**config.mk**
```make
export PLATFORM = sky130hd
export DESIGN_NAME = midi_voice_allocator
export DESIGN_NICKNAME = d
export VERILOG_FILES = /design/src/mva_pkg.sv /design/src/midi_voice_allocator.sv /design/src/mva_ctrl.sv /design/src/mva_datapath.sv
export SDC_FILE = /design/constraint.sdc
export NUM_CORES = 1
export LEC_CHECK = 0
export ABC_CLOCK_PERIOD_IN_PS = 12490
export BUFFER_PORTS_ARGS = -buffer_cell sky130_fd_sc_hd__buf_2
export CELL_PAD_IN_SITES_DETAIL_PLACEMENT = 1
export CELL_PAD_IN_SITES_GLOBAL_PLACEMENT = 1
export CORE_MARGIN = 10
export CORE_UTILIZATION = 50
export DETAILED_ROUTE_END_ITERATION = 16
export HOLD_SLACK_MARGIN = 0.08
export PLACE_DENSITY = 0.79
export SYNTH_ARGS = -nofsm -noshare
export SYNTH_HDL_FRONTEND = slang
export SYNTH_SLANG_ARGS = --single-unit
export TNS_END_PERCENT = 50
```
**constraint.sdc**
```tcl
create_clock -name clk -period 12.49 [get_ports clk]
set_clock_uncertainty 0.1 [all_clocks]
set_input_delay 1.249 -clock clk [delete_from_list [all_inputs] [get_ports clk]]
set_output_delay 1.249 -clock clk [all_outputs]
set_load 0.1 [all_outputs]
```
**src/mva_pkg.sv**
```systemverilog
// Shared types and constants for the MIDI voice allocator.
package mva_pkg;

    localparam int VOICES_DEFAULT = 8;

    localparam int SERIAL_W = 64;
    localparam int NOTE_W   = 7;
    localparam int MASK_W   = 8;
    localparam int VIDX_W   = 3;

    // Upper nibble of the status byte
    localparam logic [3:0] STATUS_NOTE_OFF = 4'h8;
    localparam logic [3:0] STATUS_NOTE_ON  = 4'h9;
    localparam logic [3:0] STATUS_CC       = 4'hB;

    localparam logic [6:0] CC_ALL_SOUND_OFF = 7'd120;
    localparam logic [6:0] CC_ALL_NOTES_OFF = 7'd123;

    localparam logic [1:0] FULL_MSG_LEN = 2'd3;

    typedef enum logic [2:0] {
        ACT_NONE      = 3'd0,
        ACT_RETRIGGER = 3'd1,
        ACT_FREE      = 3'd2,
        ACT_STEAL_REL = 3'd3,
        ACT_STEAL_OLD = 3'd4,
        ACT_RELEASE   = 3'd5
    } action_t;

    typedef enum logic [2:0] {
        OP_NONE     = 3'd0,
        OP_END      = 3'd1,
        OP_NOTE_ON  = 3'd2,
        OP_NOTE_OFF = 3'd3,
        OP_ALL_OFF  = 3'd4
    } op_t;

    // Controller -> datapath
    typedef struct packed {
        logic load;
        logic scan_step;
        logic commit;
    } mva_cmd_t;

    // Datapath -> controller
    typedef struct packed {
        logic needs_scan;
        logic scan_last;
    } mva_sts_t;

endpackage

```
**src/midi_voice_allocator.sv**
```systemverilog
// A note-on, note-off or all-off item is loaded, then scanned over every voice, then committed;
// other items go from the load straight to the commit. The voice scan visits one voice per
// cycle, comparing one 64-bit start serial per step. The result is registered at the commit.
// A new item is taken only after the last one has committed. A result waiting in the output
// register does not block the next transfer, only that item's commit.
// Reset: asynchronous, active low; all voices free, serial counter zero, no result pending.
module midi_voice_allocator #(
    parameter int VOICES = mva_pkg::VOICES_DEFAULT
) (
    input  logic       clk,
    input  logic       rst_n,
    input  logic       in_valid,
    output logic       in_ready,
    input  logic       command,
    input  logic [7:0] status_byte,
    input  logic [7:0] data_one,
    input  logic [7:0] data_two,
    input  logic [1:0] msg_length,
    input  logic [2:0] ended_voice,
    output logic       out_valid,
    input  logic       out_ready,
    output logic [2:0] action,
    output logic [2:0] voice_index,
    output logic [6:0] note_out,
    output logic [6:0] velocity_out,
    output logic [7:0] release_mask
);
    import mva_pkg::*;

    mva_cmd_t cmd;
    mva_sts_t sts;

    mva_ctrl u_ctrl (
        .clk       (clk),
        .rst_n     (rst_n),
        .in_valid  (in_valid),
        .in_ready  (in_ready),
        .out_valid (out_valid),
        .out_ready (out_ready),
        .sts       (sts),
        .cmd       (cmd)
    );

    mva_datapath #(
        .VOICES (VOICES)
    ) u_datapath (
        .clk          (clk),
        .rst_n        (rst_n),
        .command      (command),
        .status_byte  (status_byte),
        .data_one     (data_one),
        .data_two     (data_two),
        .msg_length   (msg_length),
        .ended_voice  (ended_voice),
        .action       (action),
        .voice_index  (voice_index),
        .note_out     (note_out),
        .velocity_out (velocity_out),
        .release_mask (release_mask),
        .cmd          (cmd),
        .sts          (sts)
    );

endmodule

```
**src/mva_ctrl.sv**
```systemverilog
// Sequencer for the voice allocator: accept, voice scan, commit, output valid.
module mva_ctrl (
    input  logic              clk,
    input  logic              rst_n,
    input  logic              in_valid,
    output logic              in_ready,
    output logic              out_valid,
    input  logic              out_ready,
    input  mva_pkg::mva_sts_t sts,
    output mva_pkg::mva_cmd_t cmd
);
    import mva_pkg::*;

    typedef enum logic [2:0] {
        S_IDLE   = 3'b001,
        S_SCAN   = 3'b010,
        S_COMMIT = 3'b100
    } state_t;

    state_t state_reg, state_next;
    logic   out_valid_reg, out_valid_next;
    logic   in_xfer, commit_ok;

    assign in_ready  = (state_reg == S_IDLE);
    assign in_xfer   = in_valid && in_ready;
    assign commit_ok = !out_valid_reg || out_ready;
    assign out_valid = out_valid_reg;

    always_comb
    begin
        state_next    = state_reg;
        cmd.load      = 1'b0;
        cmd.scan_step = 1'b0;
        cmd.commit    = 1'b0;
        unique case (state_reg)
            S_IDLE:
            begin
                if (in_xfer)
                begin
                    cmd.load   = 1'b1;
                    state_next = sts.needs_scan ? S_SCAN : S_COMMIT;
                end
            end
            S_SCAN:
            begin
                cmd.scan_step = 1'b1;
                if (sts.scan_last)
                    state_next = S_COMMIT;
            end
            S_COMMIT:
            begin
                if (commit_ok)
                begin
                    cmd.commit = 1'b1;
                    state_next = S_IDLE;
                end
            end
            default: state_next = S_IDLE;
        endcase
    end

    always_comb
    begin
        out_valid_next = out_valid_reg;
        if (cmd.commit)
            out_valid_next = 1'b1;
        else if (out_ready)
            out_valid_next = 1'b0;
    end

    always_ff @(posedge clk or negedge rst_n)
    begin
        if (!rst_n)
        begin
            state_reg     <= S_IDLE;
            out_valid_reg <= 1'b0;
        end
        else
        begin
            state_reg     <= state_next;
            out_valid_reg <= out_valid_next;
        end
    end

    // A new result appears only out of the commit state
    a_rise_from_commit: assert property (@(posedge clk) disable iff (!rst_n)
        $rose(out_valid_reg) |-> $past(state_reg == S_COMMIT))
        else $error("result valid without commit");

    a_scan_ends: assert property (@(posedge clk) disable iff (!rst_n)
        (state_reg == S_SCAN && sts.scan_last) |=> (state_reg == S_COMMIT))
        else $error("scan did not end in commit");

    // Commit waits while an untaken result sits in the output register
    a_commit_holds: assert property (@(posedge clk) disable iff (!rst_n)
        (state_reg == S_COMMIT && out_valid_reg && !out_ready) |=>
            (state_reg == S_COMMIT && out_valid_reg))
        else $error("result overwritten before transfer");

endmodule

```
**src/mva_datapath.sv**
```systemverilog
// Voice table, serial counter, per-voice scan and result register.
module mva_datapath #(
    parameter int VOICES = mva_pkg::VOICES_DEFAULT
) (
    input  logic              clk,
    input  logic              rst_n,
    input  logic              command,
    input  logic [7:0]        status_byte,
    input  logic [7:0]        data_one,
    input  logic [7:0]        data_two,
    input  logic [1:0]        msg_length,
    input  logic [2:0]        ended_voice,
    output logic [2:0]        action,
    output logic [2:0]        voice_index,
    output logic [6:0]        note_out,
    output logic [6:0]        velocity_out,
    output logic [7:0]        release_mask,
    input  mva_pkg::mva_cmd_t cmd,
    output mva_pkg::mva_sts_t sts
);
    import mva_pkg::*;

    localparam int IDX_W = (VOICES > 1) ? $clog2(VOICES) : 1;

    // Voice table
    logic [VOICES-1:0] active_reg, releasing_reg;
    logic [NOTE_W-1:0]   note_mem [VOICES];
    logic [SERIAL_W-1:0] serial_mem [VOICES];
    logic [SERIAL_W-1:0] serial_count_reg;

    // Latched item
    op_t               op_reg, op_in;
    logic [NOTE_W-1:0] note_reg, vel_reg;
    logic [2:0]        ended_reg;

    // Scan state
    logic [IDX_W-1:0]    scan_idx_reg;
    logic                match_found_reg, free_found_reg, rel_found_reg, old_found_reg;
    logic [IDX_W-1:0]    match_idx_reg, free_idx_reg, rel_idx_reg, old_idx_reg;
    logic [SERIAL_W-1:0] rel_serial_reg, old_serial_reg;
    logic [MASK_W-1:0]   mask_reg;

    // Result register
    action_t           action_reg, action_next;
    logic [IDX_W-1:0]  chosen;
    logic [2:0]        vidx_reg, vidx_next;
    logic [NOTE_W-1:0] note_out_reg, note_out_next, vel_out_reg, vel_out_next;
    logic [MASK_W-1:0] rmask_reg, rmask_next;

    // Current scanned voice
    logic                cur_act, cur_rel, cur_note_hit, cur_release;
    logic [SERIAL_W-1:0] cur_serial;
    logic [31:0]         scan_wide;
    logic                ended_ok;
    logic [IDX_W-1:0]    ended_idx;

    // Input decode
    always_comb
    begin
        op_in = OP_NONE;
        if (command)
            op_in = OP_END;
        else if (msg_length == FULL_MSG_LEN)
        begin
            if (status_byte[7:4] == STATUS_NOTE_ON && data_two[6:0] != 7'd0)
                op_in = OP_NOTE_ON;
            else if (status_byte[7:4] == STATUS_NOTE_OFF ||
                     status_byte[7:4] == STATUS_NOTE_ON)
                op_in = OP_NOTE_OFF;
            else if (status_byte[7:4] == STATUS_CC &&
                     (data_one[6:0] == CC_ALL_SOUND_OFF ||
                      data_one[6:0] == CC_ALL_NOTES_OFF))
                op_in = OP_ALL_OFF;
        end
    end

    assign sts.needs_scan = (op_in == OP_NOTE_ON) || (op_in == OP_NOTE_OFF) ||
                            (op_in == OP_ALL_OFF);
    assign sts.scan_last  = (scan_idx_reg == IDX_W'(VOICES - 1));

    assign cur_act      = active_reg[scan_idx_reg];
    assign cur_rel      = releasing_reg[scan_idx_reg];
    assign cur_serial   = serial_mem[scan_idx_reg];
    assign cur_note_hit = cur_act && (note_mem[scan_idx_reg] == note_reg);
    assign cur_release  = cur_act && ((op_reg == OP_ALL_OFF) ||
                          (op_reg == OP_NOTE_OFF && note_mem[scan_idx_reg] == note_reg));
    assign scan_wide    = 32'(scan_idx_reg);

    assign ended_ok  = (32'(ended_reg) < VOICES);
    assign ended_idx = IDX_W'(ended_reg);

    // Priority: retrigger, free, oldest releasing, oldest overall
    always_comb
    begin
        chosen        = old_idx_reg;
        action_next   = ACT_NONE;
        vidx_next     = 3'd0;
        note_out_next = '0;
        vel_out_next  = '0;
        rmask_next    = '0;
        case (op_reg)
            OP_NOTE_ON:
            begin
                if (match_found_reg)
                begin
                    chosen      = match_idx_reg;
                    action_next = ACT_RETRIGGER;
                end
                else if (free_found_reg)
                begin
                    chosen      = free_idx_reg;
                    action_next = ACT_FREE;
                end
                else if (rel_found_reg)
                begin
                    chosen      = rel_idx_reg;
                    action_next = ACT_STEAL_REL;
                end
                else
                begin
                    chosen      = old_idx_reg;
                    action_next = ACT_STEAL_OLD;
                end
                vidx_next     = 3'(chosen);
                note_out_next = note_reg;
                vel_out_next  = vel_reg;
            end
            OP_NOTE_OFF, OP_ALL_OFF:
            begin
                action_next = ACT_RELEASE;
                rmask_next  = mask_reg;
            end
            default: action_next = ACT_NONE;
        endcase
    end

    // Control and table flags
    always_ff @(posedge clk or negedge rst_n)
    begin
        if (!rst_n)
        begin
            active_reg       <= '0;
            releasing_reg    <= '0;
            serial_count_reg <= '0;
            op_reg           <= OP_NONE;
            scan_idx_reg     <= '0;
            match_found_reg  <= 1'b0;
            free_found_reg   <= 1'b0;
            rel_found_reg    <= 1'b0;
            old_found_reg    <= 1'b0;
        end
        else
        begin
            if (cmd.load)
            begin
                op_reg          <= op_in;
                scan_idx_reg    <= '0;
                match_found_reg <= 1'b0;
                free_found_reg  <= 1'b0;
                rel_found_reg   <= 1'b0;
                old_found_reg   <= 1'b0;
            end
            if (cmd.scan_step)
            begin
                if (!sts.scan_last)
                    scan_idx_reg <= scan_idx_reg + IDX_W'(1);
                if (!match_found_reg && cur_note_hit)
                    match_found_reg <= 1'b1;
                if (!free_found_reg && !cur_act)
                    free_found_reg <= 1'b1;
                if (cur_rel)
                    rel_found_reg <= 1'b1;
                old_found_reg <= 1'b1;
                if (cur_release)
                    releasing_reg[scan_idx_reg] <= 1'b1;
            end
            if (cmd.commit)
            begin
                if (op_reg == OP_NOTE_ON)
                begin
                    active_reg[chosen]    <= 1'b1;
                    releasing_reg[chosen] <= 1'b0;
                    serial_count_reg      <= serial_count_reg + SERIAL_W'(1);
                end
                else if (op_reg == OP_END && ended_ok)
                begin
                    active_reg[ended_idx]    <= 1'b0;
                    releasing_reg[ended_idx] <= 1'b0;
                end
            end
        end
    end

    // Payload registers
    always_ff @(posedge clk)
    begin
        if (cmd.load)
        begin
            note_reg  <= data_one[6:0];
            vel_reg   <= data_two[6:0];
            ended_reg <= ended_voice;
            mask_reg  <= '0;
        end
        if (cmd.scan_step)
        begin
            if (!match_found_reg && cur_note_hit)
                match_idx_reg <= scan_idx_reg;
            if (!free_found_reg && !cur_act)
                free_idx_reg <= scan_idx_reg;
            if (cur_rel && (!rel_found_reg || cur_serial < rel_serial_reg))
            begin
                rel_idx_reg    <= scan_idx_reg;
                rel_serial_reg <= cur_serial;
            end
            if (!old_found_reg || cur_serial < old_serial_reg)
            begin
                old_idx_reg    <= scan_idx_reg;
                old_serial_reg <= cur_serial;
            end
            if (cur_release && scan_wide < MASK_W)
                mask_reg[scan_wide[2:0]] <= 1'b1;
        end
        if (cmd.commit)
        begin
            if (op_reg == OP_NOTE_ON)
            begin
                note_mem[chosen]   <= note_reg;
                serial_mem[chosen] <= serial_count_reg + SERIAL_W'(1);
            end
            action_reg   <= action_next;
            vidx_reg     <= vidx_next;
            note_out_reg <= note_out_next;
            vel_out_reg  <= vel_out_next;
            rmask_reg    <= rmask_next;
        end
    end

    assign action       = action_reg;
    assign voice_index  = vidx_reg;
    assign note_out     = note_out_reg;
    assign velocity_out = vel_out_reg;
    assign release_mask = rmask_reg;

    // Releasing is only ever set on a sounding voice
    a_rel_implies_active: assert property (@(posedge clk) disable iff (!rst_n)
        (releasing_reg & ~active_reg) == '0)
        else $error("releasing voice not active");

    a_note_on_starts: assert property (@(posedge clk) disable iff (!rst_n)
        (cmd.commit && op_reg == OP_NOTE_ON) |=>
            (action_reg != ACT_NONE && action_reg != ACT_RELEASE))
        else $error("note-on gave no voice");

    a_serial_steps: assert property (@(posedge clk) disable iff (!rst_n)
        (cmd.commit && op_reg == OP_NOTE_ON) |=>
            (serial_count_reg == $past(serial_count_reg) + SERIAL_W'(1)))
        else $error("serial counter did not advance");

endmodule

```
==> out/metrics.cfg <==
[outcome]
status=finished clean

[floorplan]
die_area_um2=81100
num_io_pins=64
die_w_um=285
fp-row-count=97
die_h_um=285
initial_core_util_pct=50.2
coreArea_um2=69800

[power_and_ir_drop]
p_clk_share_pct=43.2
swShare_pct=22.4
vdd_drop_max_v=0.0000897
leakagePower_nw=15.8
power_density_nw_per_um2=153
pwr-share-seq_pct=52.5
internal_power_w=0.00468
combinationalPowerShare_pct=4.3
p_sw_w=0.00135

[clock_tree]
ctsRootBufferMaster=clkbuf_16
cts_tree=yes
post_cts_buffers=0
clk-insertion-delay-late_ns=0.64
cts_sinks=855
cts_buffers=86
htreeDepth=3
clockBufferDepth=3
ctsResizeCount=0
postCtsHoldBufs=0
clk_pin_slew_worst_paths_ns=0.06

[synthesis]
netlist_instances=2327
synth-edff-count=753
async_reset_ff_share_pct=11.0
synth.net_count=2490
ys.flop_type=edfxtp_1
synth_cell_types=83
avgSynthCellArea_um2=15.1
ys_ff_latch=855
synth_area_um2=35000
ys_seq_area_share_pct=71.7
yosys_warnings=0

[final_layout]
largest_register_ffs=512
top_register=u_datapath.serial_mem
nFillCells=6473
finalNonFillerCells=3425
drive_gt1_share_pct=11.2
diodes=0
fin_nets=2574
final_util_pct=56.4
syn2layout_area_growth_pct=12.3

[worst_hold_path]
holdPathStages=2
hold_class=reg2reg

[worst_setup_path]
worstPathMaxFanout=60
path_cells=buf_4 -> inv_1 -> nor3_4 -> buf_4 -> buf_4 -> a22oi_1 -> nand4_1 -> ha_1 -> a21o_1 -> a21o_1 -> a2111oi_0 -> o21ai_0 -> nand4_1 -> a311oi_1 -> nor2_4 -> buf_4
cpPeakStageDelay_ns=0.84
arrival_ns=7.22
path_delay_family=buffers and inverters
endpoint_kind=register
worstSetupStartpointType=register
slowest_stage=buf_4
cpMostUsedCell=buf_4
critPathBufInv=5
required_ns=12.65
critPathKind=reg2reg
crit_cells=16
rr_worst_depth=16

[routing]
drc=0
drtPass1Iterations=6
viasPerCell=6.12
drt-total-wl_um=92500
antenna_left=0
dr.first_iter.drc_count=2036
wire_per_inst_um=27.0
via_count=21000

[global_routing]
grt_max_degree=65
grt_pass1_wl_um=140000
grt_pass1_vias=22700
grtUsageTotal_pct=22.5
grt.overflow.total=0
antenna_found_initial=3

[placement]
place_hpwl_um=54400
dp_cells=3263
gp_congestion=0.836
io_buffers=57

[timing]
setup_viol=0
finalCritPeriodShare_pct=56.5
timing.final.crit_period_ns=7.06
hold_ws_ns=0.341
fin_tns_setup_ns=0
hold_viol=0
drv_slew=0
worst_pin_slew_ns=1.21
relSlewSlack_pct=19.3
max_freq_mhz=142
rsz0062_at_grt=no

[run]
cap_violations=0

-- routing by layer --
metal  track usage, %  routed length (um)  vias up  share of wire (%)
met1             27.8               36400    10900                 39
met5                0                  10        -              0.011
met4             7.54                2370        2                2.6
li1                 -                   -     9117                  -
met2             40.1               48200      749                 52
met3             3.17                5450      162                5.9
-- power groups by stage --
| stage | Clock (W) | Sequential [W] | Combinational (W) |
|---|---|---|---|
| 2_1_floorplan | 0 | 0.00333 | 0.0000858 |
| 3_3_place_gp | 0 | 0.00322 | 0.000248 |
| 3_5_place_dp | 0 | 0.00323 | 0.000257 |
| 4_1_cts | 0.00263 | 0.00317 | 0.000258 |
| 5_1_grt | 0.00275 | 0.00317 | 0.000268 |
| 6_report | 0.00261 | 0.00317 | 0.000258 |
-- worst paths after layout --
check                                                startpoint                                          end  slack [ns]
setup / recovery           u_datapath.scan_idx_reg[0]$_DFF_PN0_      u_datapath.old_serial_reg[41]$_DFFE_PP_        5.43
hold / removal                   u_datapath.mask_reg[2]$_DFF_P_               u_datapath.mask_reg[2]$_DFF_P_        0.34
setup reg to reg           u_datapath.scan_idx_reg[0]$_DFF_PN0_      u_datapath.old_serial_reg[41]$_DFFE_PP_        5.43
hold reg to reg                  u_datapath.mask_reg[2]$_DFF_P_               u_datapath.mask_reg[2]$_DFF_P_        0.34
max in group asynchronous                                 rst_n  u_datapath.serial_count_reg[51]$_DFFE_PN0P_       10.42
min in group asynchronous                                 rst_n   u_datapath.serial_count_reg[2]$_DFFE_PN0P_        0.48
-- area by class of cell --
type,instances,area [um^2],share of cell area [%]
Clock inverter,54,526,1.34
Tap cell,940,1180,2.99
Multi-Input combinational cell,1218,9050,23.0
Timing Repair Buffer,92,551,1.40
Inverter,158,593,1.51
Sequential cell,855,25100,63.8
Clock buffer,108,2340,5.94
-- placed cells by master (no fill, tap or decap), types with 8 or more instances in the layout --
cell type  Yosys  layout
buf_4          1      36
nor4_1         8       8
buf_2         10      56
o21ai_0       22      22
nand4_1      100     100
bufinv_16      0       8
and3_1        22      22
a21oi_1       43      43
nand2_1      112     112
mux2i_1       11      11
a21o_1        36      36
clkbuf_16      0      87
ha_1         129     129
xnor2_1       55      55
dfxtp_1        8       8
dfrtp_1       93      92
clkbuf_1      74      13
a22oi_1      251     251
clkbuf_8       0       8
xor2_1        73      73
clkinv_2       0      13
nand3_1       45      45
o22ai_1       10      10
nor2_1        97      85
nand2b_1      19      19
a211oi_1      14      14
inv_1        158     158
nor2_4         0      11
mux4_2        10      10
edfxtp_1     753     753
clkinv_1       0      20
nor2b_1       19      19
nor3_1        24      23
-- cell families (layout without fill, tap and decap cells) --
group,Yosys count,count (layout),synth area share (%)
flip-flops,855,855,71.7
AND/OR/NAND/NOR,495,495,7.42
AO/OA/AOI/OAI,440,440,9.07
buffers and inverters,254,412,2.86
adder cells (fa/ha/maj),129,129,4.61
XOR/XNOR,128,128,3.20
multiplexers,26,26,1.16
-- Yosys cell counts, drive strengths merged (3+ instances only) --
master / count / area (um^2)
a2111oi: 5 / 43.8
a211oi: 14 / 105
a21o: 36 / 270
a21oi: 44 / 224
a221oi: 5 / 50.0
a22o: 5 / 43.8
a22oi: 251 / 1880
a31oi: 4 / 25.0
and2: 7 / 43.8
and3: 22 / 138
and3b: 4 / 35.0
and4: 6 / 52.6
buf: 21 / 126
clkbuf: 75 / 283
dfrtp: 93 / 2330
dfxtp: 8 / 160
edfxtp: 753 / 22600
ha: 129 / 1610
inv: 158 / 593
mux2: 4 / 45.0
mux2i: 11 / 110
mux4: 11 / 252
nand2: 113 / 427
nand2b: 20 / 128
nand3: 45 / 225
nand3b: 4 / 30.0
nand4: 101 / 638
nor2: 97 / 364
nor2b: 19 / 119
nor3: 26 / 140
nor3b: 5 / 37.5
nor4: 11 / 105
o2111ai: 3 / 32.5
o211ai: 3 / 22.5
o21a: 3 / 22.5
o21ai: 30 / 158
o21bai: 3 / 22.5
o22ai: 10 / 62.6
o41ai: 4 / 35.0
or2: 4 / 25.0
or4: 4 / 30.0
xnor2: 55 / 482
xor2: 73 / 639
-- through the flow --
step	worst slack [ns]	total power [W]	instance area, um^2
floorplan	3.35	0.00341	35000
global placement	6.12	0.00347	36500
detailed placement	5.73	0.00348	36500
CTS	5.48	0.00606	39400
global route	5.07	0.00619	39400
finish	5.43	0.00603	39400
-- worst reg2reg max path, cell delays in order, from the launching register on --
cell and delay, ns:
dfrtp_2 0.35, buf_4 0.51, inv_1 0.39, nor3_4 0.24, buf_4 0.34, buf_4 0.68
a22oi_1 0.27, nand4_1 0.25, ha_1 0.29, a21o_1 0.18, a21o_1 0.18, a2111oi_0 0.77
o21ai_0 0.45, nand4_1 0.25, a311oi_1 0.20, nor2_4 0.32, buf_4 0.85
(Power assumes the default switching activity.)
